==> src/dah_pkg.sv <==
package dah_pkg;

    localparam int CAPACITY  = 1024;
    localparam int MAX_ARITY = 8;
    localparam int DATA_W    = 32;
    localparam int IDX_W     = 10;
    localparam int CNT_W     = 11;
    localparam int ARITY_W   = 4;
    localparam int PROD_W    = IDX_W + ARITY_W;
    localparam int DCNT_W    = 4;
    localparam int ADDR_W    = 3;

    localparam logic       OP_INSERT  = 1'b0;
    localparam logic       OP_EXTRACT = 1'b1;

    localparam logic [1:0] ST_OK    = 2'd0;
    localparam logic [1:0] ST_EMPTY = 2'd1;
    localparam logic [1:0] ST_FULL  = 2'd2;

    localparam logic [ARITY_W-1:0] ARITY_RESET = 4'd2;
    localparam logic [ARITY_W-1:0] ARITY_MIN   = 4'd2;

    localparam logic REG_ARITY = 1'b0;

    typedef struct packed {
        logic load;
        logic set_full;
        logic set_empty;
        logic ins_start;
        logic rd_root;
        logic ext_root;
        logic ext_last;
        logic div_start;
        logic up_read;
        logic up_move;
        logic write_val;
        logic dn_start;
        logic dn_read;
        logic dn_cmp;
        logic dn_move;
        logic out_load;
    } dah_cmd_t;

    typedef struct packed {
        logic is_insert;
        logic full;
        logic empty;
        logic pos_zero;
        logic div_busy;
        logic up_greater;
        logic dn_leaf;
        logic dn_last;
        logic best_is_pos;
    } dah_sts_t;

endpackage

==> src/dah_ctrl.sv <==
module dah_ctrl
    import dah_pkg::*;
(
    input  logic     aclk,
    input  logic     aresetn,
    input  logic     s_valid,
    output logic     s_ready,
    output logic     m_valid,
    input  logic     m_ready,
    input  dah_sts_t sts,
    output dah_cmd_t cmd
);

    localparam logic [3:0] S_IDLE     = 4'd0;
    localparam logic [3:0] S_DECODE   = 4'd1;
    localparam logic [3:0] S_UP_CHK   = 4'd2;
    localparam logic [3:0] S_UP_DIV   = 4'd3;
    localparam logic [3:0] S_UP_CMP   = 4'd4;
    localparam logic [3:0] S_EXT_ROOT = 4'd5;
    localparam logic [3:0] S_EXT_LAST = 4'd6;
    localparam logic [3:0] S_DN_CHK   = 4'd7;
    localparam logic [3:0] S_DN_RD    = 4'd8;
    localparam logic [3:0] S_DN_CMP   = 4'd9;
    localparam logic [3:0] S_DN_DEC   = 4'd10;
    localparam logic [3:0] S_DONE     = 4'd11;

    logic [3:0] state_reg, state_next;
    logic       m_valid_reg, m_valid_next;

    assign s_ready = (state_reg == S_IDLE);
    assign m_valid = m_valid_reg;

    always_comb begin
        state_next   = state_reg;
        m_valid_next = m_valid_reg && !m_ready;
        cmd          = '0;
        unique case (state_reg)
            S_IDLE: begin
                if (s_valid) begin
                    cmd.load   = 1'b1;
                    state_next = S_DECODE;
                end
            end
            S_DECODE: begin
                if (sts.is_insert) begin
                    if (sts.full) begin
                        cmd.set_full = 1'b1;
                        state_next   = S_DONE;
                    end else begin
                        cmd.ins_start = 1'b1;
                        state_next    = S_UP_CHK;
                    end
                end else begin
                    if (sts.empty) begin
                        cmd.set_empty = 1'b1;
                        state_next    = S_DONE;
                    end else begin
                        cmd.rd_root = 1'b1;
                        state_next  = S_EXT_ROOT;
                    end
                end
            end
            S_UP_CHK: begin
                if (sts.pos_zero) begin
                    cmd.write_val = 1'b1;
                    state_next    = S_DONE;
                end else begin
                    cmd.div_start = 1'b1;
                    state_next    = S_UP_DIV;
                end
            end
            S_UP_DIV: begin
                if (!sts.div_busy) begin
                    cmd.up_read = 1'b1;
                    state_next  = S_UP_CMP;
                end
            end
            S_UP_CMP: begin
                if (sts.up_greater) begin
                    cmd.up_move = 1'b1;
                    state_next  = S_UP_CHK;
                end else begin
                    cmd.write_val = 1'b1;
                    state_next    = S_DONE;
                end
            end
            S_EXT_ROOT: begin
                cmd.ext_root = 1'b1;
                state_next   = S_EXT_LAST;
            end
            S_EXT_LAST: begin
                cmd.ext_last = 1'b1;
                state_next   = S_DN_CHK;
            end
            S_DN_CHK: begin
                if (sts.dn_leaf) begin
                    cmd.write_val = 1'b1;
                    state_next    = S_DONE;
                end else begin
                    cmd.dn_start = 1'b1;
                    state_next   = S_DN_RD;
                end
            end
            S_DN_RD: begin
                cmd.dn_read = 1'b1;
                state_next  = S_DN_CMP;
            end
            S_DN_CMP: begin
                cmd.dn_cmp = 1'b1;
                state_next = sts.dn_last ? S_DN_DEC : S_DN_RD;
            end
            S_DN_DEC: begin
                if (sts.best_is_pos) begin
                    cmd.write_val = 1'b1;
                    state_next    = S_DONE;
                end else begin
                    cmd.dn_move = 1'b1;
                    state_next  = S_DN_CHK;
                end
            end
            S_DONE: begin
                if (!m_valid_reg || m_ready) begin
                    cmd.out_load = 1'b1;
                    m_valid_next = 1'b1;
                    state_next   = S_IDLE;
                end
            end
            default: begin
                state_next = S_IDLE;
            end
        endcase
    end

    always_ff @(posedge aclk) begin
        if (!aresetn) begin
            state_reg   <= S_IDLE;
            m_valid_reg <= 1'b0;
        end else begin
            state_reg   <= state_next;
            m_valid_reg <= m_valid_next;
        end
    end

endmodule

==> config.mk <==
export PLATFORM = sky130hd
export DESIGN_NAME = dah_ctrl
export DESIGN_NICKNAME = d
export VERILOG_FILES = /design/src/dah_pkg.sv /design/src/dah_ctrl.sv
export SDC_FILE = /design/constraint.sdc
export NUM_CORES = 1
export LEC_CHECK = 0
export ABC_AREA = 1
export BUFFER_PORTS_ARGS = -buffer_cell sky130_fd_sc_hd__buf_2
export CAP_MARGIN = 25
export CORE_MARGIN = 2
export CORE_UTILIZATION = 42
export DETAILED_ROUTE_END_ITERATION = 7
export HOLD_SLACK_MARGIN = 0.05
export PLACE_DENSITY = 0.76
export SYNTH_ARGS = -nofsm -noshare
export SYNTH_HDL_FRONTEND = slang
export SYNTH_SLANG_ARGS = --single-unit
export TNS_END_PERCENT = 100
==> constraint.sdc <==
create_clock -name aclk -period 1.3 [get_ports aclk]
set_input_delay 0 -clock aclk [delete_from_list [all_inputs] [get_ports aclk]]
set_output_delay 0 -clock aclk [all_outputs]
set_load 0.02 [all_outputs]
==> results by group <==
Critical path
  • Worst setup EP type: output pin
  • Worst r2r path cells: 8
  • Family with the most delay on the worst path: simple AND/OR/NAND/NOR gates
  • Worst setup SP type: register
  • CP max stage cell: dfxtp_2
  • WS Path Type: register to output pin
  • R2R Path End: state_reg[0]
  • Worst Path Buf+Inv: 2
  • CP Cell Sequence: inv_4 > nor2_4 > nand3_2 > nand4_1 > buf_4
  • Critical path fanouts, max: 6
  • Max incr delay on CP: 0.38 ns
  • Launching point of the worst reg2reg path: state_reg[2]
  • R2r setup slk: 0.11 ns
  • Worst path required time: 1.30 ns
  • Worst EP arrival: 1.25 ns

Synth
  • Synth Cell Area: 559 µm²
  • Avg Cell Area, Syn: 5.04 µm²
  • Flops & latches, synth: 5
  • Cells after Synth: 111
  • Post-synth cell types: 14
  • YS warnings: 0
  • Syn_nets: ~120
  • Sequential share of the synthesized area: 0.179

Clocking
  • Clock buffer depth: 2
  • Num CTS Buffers: 3
  • # Post-CTS Setup Buffers: 0
  • CTS tree: yes
  • CTS H-Tree Depth: 1
  • Root Buffer: clkbuf_4
  • Clock tree sinks: 5
  • Worst-Skew Late Latency: 0.24 ns
  • CTS clk-pin slew, worst paths: about 0.040 ns

Worst hold path
  • Hold Crit Endpoint: m_valid
  • Worst Hold Depth: 4
  • Hold crit path type: input port to register
  • Hold Crit Start: m_ready

STA
  • Slew @ Worst Pin: 0.205 ns
  • Final Max Tran Viols: 0
  • Final-report hold violation count: 0
  • Final worst slack: 0.0480 ns
  • Setup Skew: 0.00247 ns
  • # setup viols final: 0
  • FMAX: 799 MHz
  • RSZ-0062 raised after global routing: true
  • Final min period: 1.25 ns
  • Final Cycle Share: 0.963
  • Max-slew headroom: 0.863
  • Hold Worst Slack: 0.0856 ns

Global routing
  • Largest net degree at the start of global routing: 8
  • Grt ovf: 0
  • First-pass GRT wire length: 2130 µm
  • Gr usage total: 0.195
  • Vias in the first global route: ~580
  • Initial antenna violation count: 0

Finish
  • Area grow syn2layout: 43.8%
  • Highest-count cells in the layout ignoring fill and taps: buf_2, nor2_1, nand2_1
  • Non-filler cells, final: 161
  • Antenna cells: 0
  • Fin nets: 160
  • Number of flip-flops in the largest register: 4
  • Final Core Density: 0.634
  • Most common cell after layout, fill and taps aside: buf_2
  • # fillers: 122
  • Layout cells sized above 1: 0.377

Floorplan
  • Io pins: 31
  • Die Area: 1640 µm²
  • Die width: 40.5 µm
  • Site Rows: 13
  • Chip Height: around 40 µm
  • Initial Util: 0.441
  • Core ar.: 1270 µm²

Route
  • Remaining antenna violation count: 0
  • Routed vias/inst: 4.82
  • TritonRoute pass-1 iters: 4
  • Vias post-DR: 776
  • DR iter-0 viols: 21
  • Avg WL per Cell: between 9 and 10 µm
  • DRC viols: 0
  • Final WL: ~1500 µm

Pwr
  • Power per cell area: 2000 nW/µm²
  • Max rail drop VDD: 1.17 mV
  • Logic pwr share: 0.671
  • Switching pwr: approximately 0.90 mW
  • Flop pwr share: 0.216
  • Clock power frac: 0.113
  • Net Sw Frac: 0.557
  • P_leak: 0.535 nW
  • Internal: 0.713 mW
  • Overall power after layout: about 1.6 mW

Placement
  • GPL Wtd Cong: 0.811
  • Number of placed instances, taps included: 156
  • Number of I/O port buffers: 30
  • HPWL after DPL: between 1000 and 1500 µm
  • DP Worst Slack: 0.0666 ns

Job
  • Max-cap violations: 0

Outcome
  • Status: complete, no violations
[layout make-up]
| class | instances | area (µm²) | share of cell area |
|---|---|---|---|
| multi-input cells | 82 | 394 | 0.490 |
| inverters | 24 | 92.6 | 0.115 |
| repair buffers | 31 | 165 | 0.205 |
| well taps | 15 | 18.8 | 0.0233 |
| clock buffers | 4 | 26.3 | 0.0327 |
| flip-flops and latches | 5 | 108 | 0.134 |
[synthesized netlist by cell type]
master,number,area share
nor2_1,28,0.19
nor2_2,3,0.034
a21oi_2,1,0.016
nand2_2,6,0.067
dfxtp_1,5,0.18
nor2_4,1,0.020
nand3_1,9,0.081
nand2_1,26,0.17
nand4_1,1,0.011
inv_1,23,0.15
nor3_1,4,0.036
inv_2,1,0.0067
o21ai_0,2,0.018
o21ai_2,1,0.016
[power by group through the flow]
stage                     combinational [mW]  sequential [mW]  clock (mW)
after floorplan                        0.765            0.286           0
after global placement                  1.02            0.296           0
after detailed placement                1.02            0.304           0
after CTS                               1.03            0.309       0.188
after global routing                    1.21            0.357       0.194
final                                   1.08            0.348       0.182
[logic make-up (layout without fill, tap and decap cells)]
group                  Yosys count  after routing  share of synthesized area
AO/OA/AOI/OAI                    4              4                     0.0492
buffers and inverters           24             59                      0.161
flip-flops                       5              5                      0.179
AND/OR/NAND/NOR                 78             78                      0.611
[worst max path at each step]
stage | start | to | cells past startpoint
6_report | state_reg[2] | cmd[5] | 5
3_5_place_dp | state_reg[0] | state_reg[3] | 9
2_1_floorplan | state_reg[3] | state_reg[1] | 6
3_3_place_gp | state_reg[3] | state_reg[3] | 9
5_1_grt | state_reg[2] | cmd[5] | 5
4_1_cts | state_reg[2] | cmd[5] | 5
[tightest hold or removal path, stage by stage]
cell	delay (ns)
buf_2	0.07
nor2_1	0.06
nor2_1	0.10
nor2_1	0.05
[stage by stage]
stage | cell area, µm² | setup TNS, ns
6_report | 805 | 0
4_1_cts | 769 | 0
3_5_place_dp | 728 | 0
5_1_grt | 805 | -0.0483
2_1_floorplan | 559 | 0
3_3_place_gp | 728 | 0
[repair_timing]
action,CTS,global route
hold buffers,1,0
setup endpoints to repair,4,11
pin swaps,0,1
hold endpoints to repair,3,0
gates resized for setup,3,12
[per-layer routing]
layer | share of wire | global-route usage | routed length [µm] | vias to the layer above
met5 | 0 | 0 | 0 | -
met3 | 0.086 | 0.0389 | 133 | 6
met1 | 0.41 | 0.223 | 630 | 332
met4 | 0.027 | 0.108 | 41 | 0
li1 | - | - | - | 403
met2 | 0.48 | 0.333 | 735 | 35
No activity file was read; power rests on OpenSTA's default activity.
